$ cat src/rtl/rwcc_pkg.sv
// ----------------------------------------------------------------------------
// rwcc_pkg - shared types and constants of the RGB window color classifier
// Sequencer states, register counts and the reset values of the color boxes.
// ----------------------------------------------------------------------------
package rwcc_pkg;

    // number of color box registers on the configuration port
    localparam int NUM_REGS = 8;

    // full scale of a normalized channel
    localparam logic [7:0] FULL_SCALE = 8'hFF;

    // color index that means no box matched
    localparam logic [3:0] UNKNOWN_INDEX = 4'd8;

    // index of the first quotient bit: the saturation check
    localparam logic [3:0] TOP_STEP = 4'd8;

    // channel codes
    localparam logic [1:0] CH_RED   = 2'd0;
    localparam logic [1:0] CH_GREEN = 2'd1;
    localparam logic [1:0] CH_BLUE  = 2'd2;

    // color box layout: rmin, rmax, gmin, gmax, bmin, bmax from bit 0 upward
    typedef logic [47:0] bounds_t;

    // reset boxes: black, white, red, green, blue, yellow, pink, purple
    localparam bounds_t BOUNDS_RESET [NUM_REGS] = '{
        48'd54976420262400,
        48'd281238749904840,
        48'd109952840564680,
        48'd109955454100480,
        48'd281236136289280,
        48'd109955454140360,
        48'd281236136329160,
        48'd281236136329160
    };

    // sequencer states, one-hot
    typedef enum logic [4:0] {
        ST_IDLE  = 5'b00001,
        ST_LOAD  = 5'b00010,
        ST_DIV   = 5'b00100,
        ST_MATCH = 5'b01000,
        ST_EMIT  = 5'b10000
    } state_t;

endpackage

$ cat src/rtl/rgb_window_color_classifier_unit.sv
// ----------------------------------------------------------------------------
// rgb_window_color_classifier_unit - windowed RGB color classifier
// Normalizes each sensor word to the clear count, averages over a window and
// finds the first color box holding the averages, all on one shared divider.
// ----------------------------------------------------------------------------
// Sample with nonzero clear: accept, then per channel a load state and up to
//   9 restoring divide steps; a sample with clear of zero only moves the window.
// Window end averages on the same divider, compares up to COLOR_ENTRIES boxes
//   in turn and loads the output word once the output register is free.
// The shared divider, one quotient bit a cycle, sets the rate; EMIT can stall.
// Async active-low reset clears sums, counters and boxes to their defaults.
module rgb_window_color_classifier_unit
    import rwcc_pkg::*;
#(
    parameter int SAMPLES_PER_WINDOW = 10,
    parameter int COLOR_ENTRIES      = 8
)
(
    input  logic        clk,
    input  logic        rst_n,
    // sample stream
    input  logic        s_axis_tvalid,
    output logic        s_axis_tready,
    input  logic [63:0] s_axis_tdata,   // raw_red, raw_green, raw_blue, raw_clear
    // result stream
    output logic        m_axis_tvalid,
    input  logic        m_axis_tready,
    output logic [39:0] m_axis_tdata,   // color_index, station_found, avg_red,
                                        // avg_green, avg_blue, valid_samples, pad
    // configuration writes
    input  logic        cfg_valid,
    output logic        cfg_ready,
    input  logic [3:0]  cfg_index,
    input  logic [47:0] cfg_data
);

    localparam logic [4:0] WINDOW_LEN = 5'(SAMPLES_PER_WINDOW);
    localparam logic [2:0] LAST_ENTRY = 3'(COLOR_ENTRIES - 1);

    state_t      state_reg;
    bounds_t     bounds_reg [NUM_REGS];
    logic [15:0] raw_reg [3];
    logic [15:0] clear_reg;
    logic [11:0] sum_reg [3];
    logic [7:0]  avg_reg [3];
    logic [4:0]  win_pos_reg;
    logic [4:0]  valid_cnt_reg;
    logic [1:0]  chan_reg;
    logic        avg_phase_reg;
    logic [23:0] rem_reg;
    logic [23:0] dvs_reg;
    logic [7:0]  quo_reg;
    logic [3:0]  step_reg;
    logic [2:0]  entry_reg;
    logic [3:0]  idx_reg;
    logic        out_valid_reg;
    logic [39:0] out_data_reg;

    logic        in_accept;
    logic        out_free;
    logic [15:0] raw_cur;
    logic [23:0] dividend;
    logic [23:0] divisor;
    logic        ge;
    logic [23:0] rem_sub;
    logic        chan_done;
    logic [7:0]  q_val;
    logic [4:0]  pos_inc;
    logic [4:0]  cnt_inc;
    bounds_t     box;
    logic        hit;
    logic        station;

    assign s_axis_tready = (state_reg == ST_IDLE);
    assign in_accept     = s_axis_tvalid && s_axis_tready;
    assign cfg_ready     = 1'b1;
    assign m_axis_tvalid = out_valid_reg;
    assign m_axis_tdata  = out_data_reg;
    assign out_free      = !out_valid_reg || m_axis_tready;

    // divider operands: raw*255/clear, or sum/count when averaging
    assign raw_cur = raw_reg[chan_reg];
    always_comb
    begin
        if (avg_phase_reg)
        begin
            dividend = {12'd0, sum_reg[chan_reg]};
            divisor  = {11'd0, valid_cnt_reg, 8'd0};
        end
        else
        begin
            dividend = {raw_cur, 8'd0} - {8'd0, raw_cur};
            divisor  = {clear_reg, 8'd0};
        end
    end

    // shared restoring divide step
    assign ge        = (rem_reg >= dvs_reg);
    assign rem_sub   = rem_reg - dvs_reg;
    assign chan_done = ((step_reg == TOP_STEP) && ge) || (step_reg == 4'd0);
    assign q_val     = (step_reg == TOP_STEP) ? FULL_SCALE : {quo_reg[6:0], ge};

    assign pos_inc = win_pos_reg + 5'd1;
    assign cnt_inc = valid_cnt_reg + 5'd1;

    // box compare for the current entry
    assign box = bounds_reg[entry_reg];
    assign hit = (avg_reg[CH_RED]   >= box[7:0])   && (avg_reg[CH_RED]   <= box[15:8])  &&
                 (avg_reg[CH_GREEN] >= box[23:16]) && (avg_reg[CH_GREEN] <= box[31:24]) &&
                 (avg_reg[CH_BLUE]  >= box[39:32]) && (avg_reg[CH_BLUE]  <= box[47:40]);

    assign station = !((idx_reg == 4'd0) || (idx_reg == 4'd1));

    // configuration registers
    always_ff @(posedge clk or negedge rst_n)
    begin
        if (!rst_n)
        begin
            for (int i = 0; i < NUM_REGS; i++)
            begin
                bounds_reg[i] <= BOUNDS_RESET[i];
            end
        end
        else if (cfg_valid && (cfg_index < 4'(NUM_REGS)))
        begin
            bounds_reg[cfg_index[2:0]] <= cfg_data;
        end
    end

    // sequencer and window state
    always_ff @(posedge clk or negedge rst_n)
    begin
        if (!rst_n)
        begin
            state_reg     <= ST_IDLE;
            sum_reg[0]    <= '0;
            sum_reg[1]    <= '0;
            sum_reg[2]    <= '0;
            win_pos_reg   <= '0;
            valid_cnt_reg <= '0;
            chan_reg      <= CH_RED;
            avg_phase_reg <= 1'b0;
            entry_reg     <= '0;
            step_reg      <= '0;
            out_valid_reg <= 1'b0;
        end
        else
        begin
            // drop the word once taken, unless a new one replaces it
            if (out_valid_reg && m_axis_tready && !((state_reg == ST_EMIT) && out_free))
            begin
                out_valid_reg <= 1'b0;
            end
            unique case (state_reg)
                ST_IDLE:
                begin
                    if (in_accept)
                    begin
                        chan_reg <= CH_RED;
                        if (s_axis_tdata[63:48] != 16'd0)
                        begin
                            avg_phase_reg <= 1'b0;
                            state_reg     <= ST_LOAD;
                        end
                        else if (pos_inc == WINDOW_LEN)
                        begin
                            win_pos_reg   <= pos_inc;
                            avg_phase_reg <= 1'b1;
                            state_reg     <= (valid_cnt_reg != 5'd0) ? ST_LOAD : ST_EMIT;
                        end
                        else
                        begin
                            win_pos_reg <= pos_inc;
                        end
                    end
                end
                ST_LOAD:
                begin
                    step_reg  <= TOP_STEP;
                    state_reg <= ST_DIV;
                end
                ST_DIV:
                begin
                    step_reg <= step_reg - 4'd1;
                    if (chan_done)
                    begin
                        if (!avg_phase_reg)
                        begin
                            sum_reg[chan_reg] <= sum_reg[chan_reg] + {4'd0, q_val};
                        end
                        if (chan_reg != CH_BLUE)
                        begin
                            chan_reg  <= chan_reg + 2'd1;
                            state_reg <= ST_LOAD;
                        end
                        else if (avg_phase_reg)
                        begin
                            entry_reg <= '0;
                            state_reg <= ST_MATCH;
                        end
                        else
                        begin
                            valid_cnt_reg <= cnt_inc;
                            win_pos_reg   <= pos_inc;
                            chan_reg      <= CH_RED;
                            if (pos_inc == WINDOW_LEN)
                            begin
                                avg_phase_reg <= 1'b1;
                                state_reg     <= ST_LOAD;
                            end
                            else
                            begin
                                state_reg <= ST_IDLE;
                            end
                        end
                    end
                end
                ST_MATCH:
                begin
                    if (hit || (entry_reg == LAST_ENTRY))
                    begin
                        state_reg <= ST_EMIT;
                    end
                    else
                    begin
                        entry_reg <= entry_reg + 3'd1;
                    end
                end
                ST_EMIT:
                begin
                    if (out_free)
                    begin
                        out_valid_reg <= 1'b1;
                        sum_reg[0]    <= '0;
                        sum_reg[1]    <= '0;
                        sum_reg[2]    <= '0;
                        win_pos_reg   <= '0;
                        valid_cnt_reg <= '0;
                        avg_phase_reg <= 1'b0;
                        state_reg     <= ST_IDLE;
                    end
                end
                default:
                begin
                    state_reg <= ST_IDLE;
                end
            endcase
        end
    end

    // datapath registers
    always_ff @(posedge clk)
    begin
        unique case (state_reg)
            ST_IDLE:
            begin
                if (in_accept)
                begin
                    raw_reg[0] <= s_axis_tdata[15:0];
                    raw_reg[1] <= s_axis_tdata[31:16];
                    raw_reg[2] <= s_axis_tdata[47:32];
                    clear_reg  <= s_axis_tdata[63:48];
                    // empty window result
                    avg_reg[0] <= '0;
                    avg_reg[1] <= '0;
                    avg_reg[2] <= '0;
                    idx_reg    <= UNKNOWN_INDEX;
                end
            end
            ST_LOAD:
            begin
                rem_reg <= dividend;
                dvs_reg <= divisor;
                quo_reg <= '0;
            end
            ST_DIV:
            begin
                dvs_reg <= {1'b0, dvs_reg[23:1]};
                if (step_reg != TOP_STEP)
                begin
                    quo_reg <= {quo_reg[6:0], ge};
                    if (ge)
                    begin
                        rem_reg <= rem_sub;
                    end
                end
                if (chan_done && avg_phase_reg)
                begin
                    avg_reg[chan_reg] <= q_val;
                end
            end
            ST_MATCH:
            begin
                if (hit)
                begin
                    idx_reg <= {1'b0, entry_reg};
                end
                else if (entry_reg == LAST_ENTRY)
                begin
                    idx_reg <= UNKNOWN_INDEX;
                end
            end
            ST_EMIT:
            begin
                if (out_free)
                begin
                    out_data_reg <= {6'd0, valid_cnt_reg, avg_reg[CH_BLUE],
                                     avg_reg[CH_GREEN], avg_reg[CH_RED], station, idx_reg};
                end
            end
            default:
            begin
            end
        endcase
    end

`ifndef SYNTHESIS
    // a result word never carries an index above unknown
    assert property (@(posedge clk) disable iff (!rst_n)
        m_axis_tvalid |-> (m_axis_tdata[3:0] <= UNKNOWN_INDEX))
        else $error("color index out of range");

    // station flag follows the index
    assert property (@(posedge clk) disable iff (!rst_n)
        m_axis_tvalid |-> (m_axis_tdata[4] ==
            !((m_axis_tdata[3:0] == 4'd0) || (m_axis_tdata[3:0] == 4'd1))))
        else $error("station flag does not match index");

    // the window never overruns while waiting for samples
    assert property (@(posedge clk) disable iff (!rst_n)
        (state_reg == ST_IDLE) |-> (win_pos_reg < WINDOW_LEN))
        else $error("window position overrun");

    // valid samples never outnumber samples taken
    assert property (@(posedge clk) disable iff (!rst_n)
        valid_cnt_reg <= win_pos_reg)
        else $error("valid count above window position");

    // divide steps stay within the quotient width
    assert property (@(posedge clk) disable iff (!rst_n)
        (state_reg == ST_DIV) |-> (step_reg <= TOP_STEP))
        else $error("divide step out of range");
`endif

endmodule

$ cat config.mk
export PLATFORM = sky130hd
export DESIGN_NAME = rgb_window_color_classifier_unit
export DESIGN_NICKNAME = d
export VERILOG_FILES = /design/src/rtl/rwcc_pkg.sv /design/src/rtl/rgb_window_color_classifier_unit.sv
export SDC_FILE = /design/constraint.sdc
export NUM_CORES = 1
export LEC_CHECK = 0
export BUFFER_PORTS_ARGS = -buffer_cell sky130_fd_sc_hd__buf_2
export CAP_MARGIN = 40
export CORE_MARGIN = 3
export CORE_UTILIZATION = 35
export CTS_CLUSTER_SIZE = 16
export DETAILED_ROUTE_END_ITERATION = 12
export SYNTH_ARGS = -nofsm -noshare
export SYNTH_HDL_FRONTEND = slang
export SYNTH_SLANG_ARGS = --single-unit
$ cat constraint.sdc
create_clock -name clk -period 7.01 [get_ports clk]
set_input_delay 1.402 -clock clk [delete_from_list [all_inputs] [get_ports clk]]
set_output_delay 1.402 -clock clk [all_outputs]
set_load 0.1 [all_outputs]
# == After elaboration in Yosys (flattened, before gate mapping) ==
# Memories as Yosys holds them, arrays and structs flattened.
# Index checks and enable logic that the tools add are counted.
# classes
add_sub_neg,8
order_cmp,13
n_eq_ne,25
n_mux,83
bitwise,3
n_reduce_logical,44
# op_table
op,count
$bwmux W384,1
$bmux W48 S3,1
$demux W48 S3,1
$mux W48,3
$mux W36,3
$mux W24,4
$pmux W24 S2,2
$mux W5,16
$pmux W36 S2,1
$bwmux W36,1
$mux W12,3
$pmux W5 S5,1
$bmux W12 S2,1
$demux W12 S2,1
$ge A24 B24 Y1,1
$ge A8 B8 Y1,3
$le A8 B8 Y1,3
$sub A24 B16 Y24,1
$sub A24 B24 Y24,1
$ne A2 B2 Y1 const B,11
$mux W4,5
$mux W1,18
$mux W8,2
$pmux W4 S2,2
48 further kinds,90
# totals
reg_bits,555
ram_bits,72
input_bits,121
output_inout_bits,43
memories,2
# memory_table
memory,depth,width,rd,rd_ports_with_merged_regs,wr,line,source
raw_reg,3,16,1,0,3,rgb_window_color_classifier_unit.sv:42,logic [15:0] raw_reg [3];
avg_reg,3,8,3,0,3,rgb_window_color_classifier_unit.sv:45,logic [7:0] avg_reg [3];

# == Depth between registers and ports, before layout ==
# Gate-level depths: netlist (run 1).
# depth
word_depth,13
ltp_mapped,20
depth_no_buf,20

# == Worst setup path after synthesis (run 1) ==
# OpenSTA, ideal clock, no wires.
# synth_timing
path_type,register to register
start,reg state_reg[2]
end,"reg rem_reg[0], enable pin"
setup_ns,0.442
t_arrival_ns,5.984
required_ns,6.568
path_slack_ns,0.584
stages_incl_launch_ff,6
n_path_buf,1
path_cell_list,dfrtp_1 > clkbuf_1 > xnor2_1 > nor4_1 > a21boi_0 > a21boi_0
# synth_between
elab_chain_len,3
elab_cells_between_ends,6
# synth_lines
item,line,source
from (decl),rgb_window_color_classifier_unit.sv:40,state_t state_reg;
from (signal assigned),rgb_window_color_classifier_unit.sv:169,state_reg <= (valid_cnt_reg != 5'd0) ? ST_LOAD : ST_EMIT;
$eq A5 B3 Y1 or $eq A5 B2 Y1 (tied branches),rgb_window_color_classifier_unit.sv:254,unique case (state_reg)
$ne A2 B2 Y1 (no line) or $reduce_bool A2 Y1 (tied branches),n/a,
$reduce_and A3 Y1 (no line) *,n/a,
to (signal assigned),rgb_window_color_classifier_unit.sv:272,rem_reg <= dividend;
to (signal assigned),rgb_window_color_classifier_unit.sv:284,rem_reg <= rem_sub;
to (decl),rgb_window_color_classifier_unit.sv:50,logic [23:0] rem_reg;
# Mark *: on every way between the ends. The rest lies on a longest branch, timed or not.
# A chain may end at the register's enable or synchronous reset.

# == Final worst setup path (run 1) ==
# layout_timing
start,reg entry_reg[0]
end,"reg idx_reg[1], enable pin"
# layout_between
elab_chain_len,12
elab_cells_between_ends,18
# layout_lines
item,line,source
from (decl),rgb_window_color_classifier_unit.sv:54,logic [2:0] entry_reg;
from (signal assigned),rgb_window_color_classifier_unit.sv:226,entry_reg <= entry_reg + 3'd1;
$not A3 Y4 (implied by the code),rgb_window_color_classifier_unit.sv:107,assign box = bounds_reg[entry_reg];
$bmux W48 S3,rgb_window_color_classifier_unit.sv:107,
$mux W48 (implied by the code) (2 in series),rgb_window_color_classifier_unit.sv:107,
$ge A8 B8 Y1 or $le A8 B8 Y1 (tied branches),rgb_window_color_classifier_unit.sv:108,assign hit = (avg_reg[CH_RED] >= box[7:0]) && (avg_reg[CH_RED] <= box[15:8]) &&
$logic_and A1 B1 Y1 (2 in series),rgb_window_color_classifier_unit.sv:108,
$logic_and A1 B1 Y1 (2 in series),rgb_window_color_classifier_unit.sv:109,(avg_reg[CH_GREEN] >= box[23:16]) && (avg_reg[CH_GREEN] <= box[31:24]) &&
$logic_and A1 B1 Y1,rgb_window_color_classifier_unit.sv:110,(avg_reg[CH_BLUE] >= box[39:32]) && (avg_reg[CH_BLUE] <= box[47:40]);
$ne A3 B3 Y1 (no line) *,n/a,
$reduce_and A3 Y1 (no line) *,n/a,
to (signal assigned),rgb_window_color_classifier_unit.sv:296,"idx_reg <= {1'b0, entry_reg};"
to (decl),rgb_window_color_classifier_unit.sv:55,logic [3:0] idx_reg;
# Mark *: on every way between the ends. The rest lies on a longest branch, timed or not. The select of a mux whose other input is x is not followed.

==> key figures, run 1 <==
Timing
  – Fmax: about 220 MHz
  – Final worst-path cycle share: 65.9%
  – Slew headroom: a little over 40%
  – Max Slew Vio Count: 0
  – Final Hold Viols: 0
  – Final setup violation count: 0
  – Period minus WS final: 4.62 ns
  – RSZ-0062 raised after global routing: false
  – Layout Skew: roughly 0.028 ns
  – Actual slew at the worst max-slew pin: about 0.9 ns
  – Setup total negative slack: 0 ns

Logic synthesis
  – Largest cells by area after synthesis: dfrtp_1 (23%), edfxtp_1 (18%), dfstp_2 (15%), mux2_2 (14%), mux4_2 (7.1%)
  – Mapped Avg Cell Area: about 14 um2
  – Largest area contributor in the netlist: dfrtp_1
  – Count leader, synth: mux2_2
  – Warnings from Yosys: 0
  – Synth Instances: ~2,300
  – Synth top cells by count: mux2_2 (387), dfrtp_1 (277), edfxtp_1 (181)
  – Post-synth top flop: dfrtp_1
  – Share of the synthesized area in the top cell type: ~23%
  – Cell Area, Synth: 0.0305 mm2
  – EDFF count, synth: around 180
  – FF+latch count, synth: between 600 and 700
  – Post-synthesis sequential area ratio: between 50 and 60%
  – Yosys cell types: 80
  – FFs w/ async S/R, synth: just over 70%

GRT
  – First-pass GRT wire length: roughly 120,000 um
  – Total GRT Usage: between 15 and 20%
  – Initial antenna violation count: 15
  – Number of global-route vias before repair: 20,000
  – Remaining global-route overflow: 0
  – Largest net degree at the start of global routing: 149

Floorplan
  – Core box area: 0.0857 mm2
  – Die W: between 300 and 400 um
  – Ports: about 160
  – Die ar.: between 0.09 and 0.1 mm2
  – Row count: about 110
  – Initial core utilization: between 30% and 40%
  – Die Y: 301 um

Detailed routing
  – Drt total wl: roughly 77,000 um
  – Average wire per standard cell: 21.2 um
  – Final ANT Viol Nets: 0
  – Detailed-route DRC error count: 0
  – Avg Vias per Cell: about 5.3
  – Pre-Repair DR Iteration Count: 5
  – Vias: 19,100
  – Drt first-iter violations: 1,435

Layout
  – Layout area overhead: 15.0%
  – Share of cells above drive strength 1: between 30% and 40%
  – Final nets: between 2,000 and 3,000
  – Multi-input gate area: roughly 0.013 mm2
  – Layout fillers: ~8,000
  – Sequential cell area: 0.0168 mm2
  – Post-route design area: roughly 0.035 mm2
  – Max reg flops: about 380

Clock network
  – CTS sink cnt: about 630
  – CTS resizes: 0
  – H-tree levels: 3
  – Post-CTS Hold Fix Bufs: 0
  – Skew-Pair Late Insertion Delay: around 0.62 ns
  – Post-CTS Setup Repair Bufs: 0
  – CTS tree: yes
  – Clk pin slew, worst setup/hold paths: roughly 0.060 ns
  – Clk buf depth: 3
  – CTS root buf: clkbuf_16
  – CTS buffer count: 69

Critical path
  – Crit start category: flip-flop
  – Critical path class: reg2reg
  – Crit-path max cell delay: slightly above 0.9 ns
  – Crit path cell chain: buf_12 > mux4_2 > mux2i_1 > ha_1 > a21o_1 > a21o_1 > a21oi_1 > o21ai_0 > a2111oi_0 > buf_1 > a211oi_1 > buf_4 > a21oi_1
  – CP required: roughly 7.3 ns
  – CP max-delay cell: dfrtp_4
  – WP data arrival: ~5 ns
  – Crit end category: flip-flop
  – Critical path fanouts, max: 42

Power and ir drop
  – Static leakage: 14.3 nW
  – Combinational power share: roughly a third
  – VDD IR max: approximately 210 uV
  – Switching Share: 33.1%
  – Power per Cell Area: roughly 370 mW/mm2
  – P_int: 8.72 mW
  – P_sw: roughly 4.3 mW
  – Flop pwr share: between 40% and 50%
  – Clock share of power: 27.1%

Placement
  – Final RePlAce weighted congestion: slightly above 0.8
  – Placed Area: roughly 0.033 mm2
  – Buffers on Ports: 156
  – Post-DP HPWL: slightly above 50,000 um

Job
  – Max-cap viol count: 0

Worst hold path
  – Worst Hold Class: reg2reg

Status
  – Status: finished clean
[per-stage QoR]
| stage | instances | util, % | setup slack [ns] | power [mW] | hold slack, ns |
|---|---|---|---|---|---|
| after floorplan | 2257 | - | 0.584 | 8.31 | 0.400 |
| after global placement | 3465 | 38.0 | 2.05 | 9.34 | 0.461 |
| after detailed placement | 3481 | 38.3 | 2.36 | 9.52 | 0.455 |
| after CTS | 3607 | 40.9 | 2.32 | 13.1 | 0.460 |
| after global routing | 3610 | 40.9 | 2.08 | 13.8 | 0.473 |
| final | 3613 | 40.9 | 2.39 | 13.0 | 0.458 |
[worst max-delay path, delay by kind of cell, from the launching register on]
| family | cells | cell delay [ns] |
|---|---|---|
| adder cells (fa/ha/maj) | 1 | 0.27 |
| multiplexers | 2 | 0.71 |
| buffers and inverters | 3 | 0.82 |
| AO/OA/AOI/OAI | 7 | 1.52 |
| flip-flops | 1 | 0.91 |
[cell usage in the layout, fill, tap and decap left out, types with 96 or more instances in the layout]
cell type / count
nor2_1: 97
dfrtp_1: 275
dfstp_2: 169
edfxtp_1: 181
nand2_1: 146
o21ai_0: 102
ha_1: 97
buf_2: 157
mux4_2: 96
mux2_2: 387
[layer usage]
layer  share of wire [%]  global-route usage, %
met5               0.061                      0
met1                  46                   23.4
met3                 4.4                   2.74
met2                  48                   27.3
met4                 2.3                   5.00
[layout make-up]
cell class	instances	share of cell area (%)
Sequential cell	627	48.0
Timing Repair Buffer	201	3.78
Multi-Input combinational cell	1437	37.0
Tap cell	1144	4.08
Clock inverter	25	0.653
Inverter	72	0.771
Clock buffer	101	5.68
Antenna cell	6	0.0428
[worst paths after layout]
kind	startpoint	endpoint	slack (ns)	cells after the start
max	entry_reg[0]	idx_reg[1]	2.39	13
min	avg_reg[2][0]	m_axis_tdata[21]	0.46	0
max reg2reg	entry_reg[0]	idx_reg[1]	2.39	13
min reg2reg	avg_reg[2][0]	m_axis_tdata[21]	0.46	0
max in group asynchronous	rst_n	sum_reg[9]	4.87	2
min in group asynchronous	rst_n	bounds_reg[259]	0.81	1
[power groups by stage]
stage	logic (mW)	registers [mW]	clock network [mW]
finish	4.13	5.37	3.54
detailed placement	4.09	5.43	0
floorplan	3.07	5.23	0
CTS	4.12	5.37	3.63
global placement	3.96	5.38	0
global route	4.57	5.47	3.78
[cell families after synthesis]
family                   Yosys count  share of synthesized area (%)
AO/OA/AOI/OAI                    312                           6.50
XOR/XNOR                          46                           1.32
adder cells (fa/ha/maj)           99                           4.11
buffers and inverters            193                           2.59
flip-flops                       627                           55.2
multiplexers                     562                           24.0
other                              2                         0.0246
AND/OR/NAND/NOR                  411                           6.31
Power figures use the tool's default switching activity.
==> inputs of run 2 (changes only) <==
Clock period 7.01 ns to 4.59 ns, I/O delays scaled along.
==> run 2 against run 1 <==
Via count rose by 0.60%. Combinational power rose by 54%. Core utilization is 0.31 points higher. Die area stayed put. Setup slack worse by 2.0 ns. Register-to-register slack worse by 2.0 ns. Critical path depth up 6.
==> key figures, run 2 (synthesis gave the netlist of run 1 again) <==
Critical path
  – Crit end category: flip-flop
  – Crit path cell chain: inv_1 > ha_1 > a21o_1 > a221oi_2 > o221ai_1 > a221o_1 > nor3_2 > inv_1 > ha_1 > inv_1 > fa_1 > nor2b_1 > o21ai_0 > a21boi_0 > o21ai_0 > a21oi_1 > o21ai_0 > xor2_1 > o21ai_0
  – Crit path top cell by count: o21ai_0
  – Critical path class: reg2reg
  – CP max-delay cell: edfxtp_1
  – Critical path fanouts, max: 6
  – CP required: just over 5 ns
  – Crit start category: flip-flop
  – Crit-path max cell delay: 0.41 ns
  – WP data arrival: roughly 4.6 ns

Floorplan
  – Core box area: ~0.086 mm2
  – Row count: 107
  – Die Y: roughly 300 um
  – Initial core utilization: 35.6%
  – Die ar.: about 0.091 mm2
  – Ports: between 150 and 200
  – Die W: about 300 um

Timing
  – Final setup violation count: 0
  – Fmax: approximately 240 MHz
  – Final Hold Viols: 0
  – Max Slew Vio Count: 0
  – Period minus WS final: 4.16 ns
  – Slew headroom: between 30% and 40%
  – Actual slew at the worst max-slew pin: about 0.94 ns
  – RSZ-0062 raised after global routing: false
  – Setup total negative slack: 0 ns
  – Final worst-path cycle share: between 90% and 100%
  – Worst hold slack: roughly 0.38 ns
  – Layout Skew: 0.0244 ns

Layout
  – Layout fillers: 7,891
  – Max reg flops: roughly 380
  – Share of cells above drive strength 1: slightly above 40%
  – Multi-input gate area: between 0.01 and 0.015 mm2
  – Post-Route Utilization: between 40% and 50%
  – Layout area overhead: 15.9%
  – Most frequent cells in the layout: mux2_2 (387), dfrtp_1 (275), edfxtp_1 (181)
  – Final nets: roughly 2,600
  – Sequential cell area: ~0.017 mm2
  – Commonest non-fill, non-tap cell in the layout: mux2_2

Detailed routing
  – Met2 WL: around 37,000 um
  – Met3 routed WL: approximately 3800 um
  – Drt first-iter violations: between 1,000 and 1,500
  – Pre-Repair DR Iteration Count: 5
  – Met1 wire length: between 30,000 and 40,000 um
  – Top sig layer: met5
  – Final ANT Viol Nets: 0
  – Avg Vias per Cell: approximately 5.3
  – Drt total wl: approximately 78,000 um
  – Average wire per standard cell: about 21 um
  – Vias: around 19,000
  – Detailed-route DRC error count: 0

Power and ir drop
  – Power per Cell Area: around 570 mW/mm2
  – VDD IR max: approximately 280 uV
  – Tot Pwr: between 20 and 25 mW
  – Static leakage: 14.5 nW

Clock network
  – Clk pin slew, worst setup/hold paths: about 0.06 ns
  – H-tree levels: 3
  – Skew-Pair Late Insertion Delay: between 0.6 and 0.7 ns
  – Post-CTS Hold Fix Bufs: 0
  – CTS resizes: 0
  – CTS sink cnt: 627
  – CTS buffer count: just over 70
  – CTS tree: yes
  – CTS root buf: clkbuf_16
  – Clk buf depth: 3
  – Post-CTS Setup Repair Bufs: 0

Placement
  – Post-DP HPWL: about 52,000 um
  – Final RePlAce weighted congestion: about 0.85
  – Buffers on Ports: ~160

Worst hold path
  – Worst Hold Class: in2async

GRT
  – First-pass GRT wire length: 121,000 um
  – Initial antenna violation count: 17
  – Number of global-route vias before repair: about 20,000
  – Remaining global-route overflow: 0
  – Total GRT Usage: about 17%
  – Largest net degree at the start of global routing: roughly 120

Status
  – Status: finished clean

Job
  – Max-cap viol count: 0
-- run 2: layout make-up --
type,count,area share (%)
clock inverters,28,0.889
clock buffers,104,5.76
diodes,10,0.0709
inverters,72,0.765
multi-input cells,1437,36.8
repair buffers,218,4.10
flip-flops and latches,627,47.6
well taps,1144,4.05
-- run 2: critical path, delay by kind of cell (launching register included) --
family | cells | cell delay [ns]
AO/OA/AOI/OAI | 10 | 2.17
adder cells (fa/ha/maj) | 3 | 0.69
flip-flops | 1 | 0.41
AND/OR/NAND/NOR | 2 | 0.27
buffers and inverters | 3 | 0.24
XOR/XNOR | 1 | 0.23
-- run 2: final timing paths --
path,startpoint,end,slack (ns),depth (start not counted)
min,rst_n,bounds_reg[210],0.38,1
max in group asynchronous,rst_n,bounds_reg[231],2.98,2
max reg2reg,dvs_reg[9],sum_reg[22],0.43,19
min reg2reg,sum_reg[20],sum_reg[20],0.48,2
max,dvs_reg[9],sum_reg[22],0.43,19
min in group clk,sum_reg[20],sum_reg[20],0.48,2
-- run 2: layer usage --
metal	track usage, %	vias to the layer above
met2	28.1	439
met4	5.17	8
met3	2.90	115
li1	-	8677
met1	23.4	9959
met5	0	-
-- run 2: per-stage QoR --
step | worst slack (ns) | area (um2) | instances
floorplan | 0.518 | 30500 | 2257
global route | 0.0106 | 35300 | 3635
finish | 0.431 | 35300 | 3640
CTS | 0.321 | 35300 | 3630
detailed placement | 0.316 | 32900 | 3498
global placement | 0.413 | 32800 | 3492
-- run 2: report_power, final --
group / total [mW] / internal (mW) / switching [mW]
sequential: 8.21 / 7.50 / 0.709
combinational: 6.36 / 2.71 / 3.64
clock: 5.67 / 3.30 / 2.37
total: 20.2 / 13.5 / 6.72
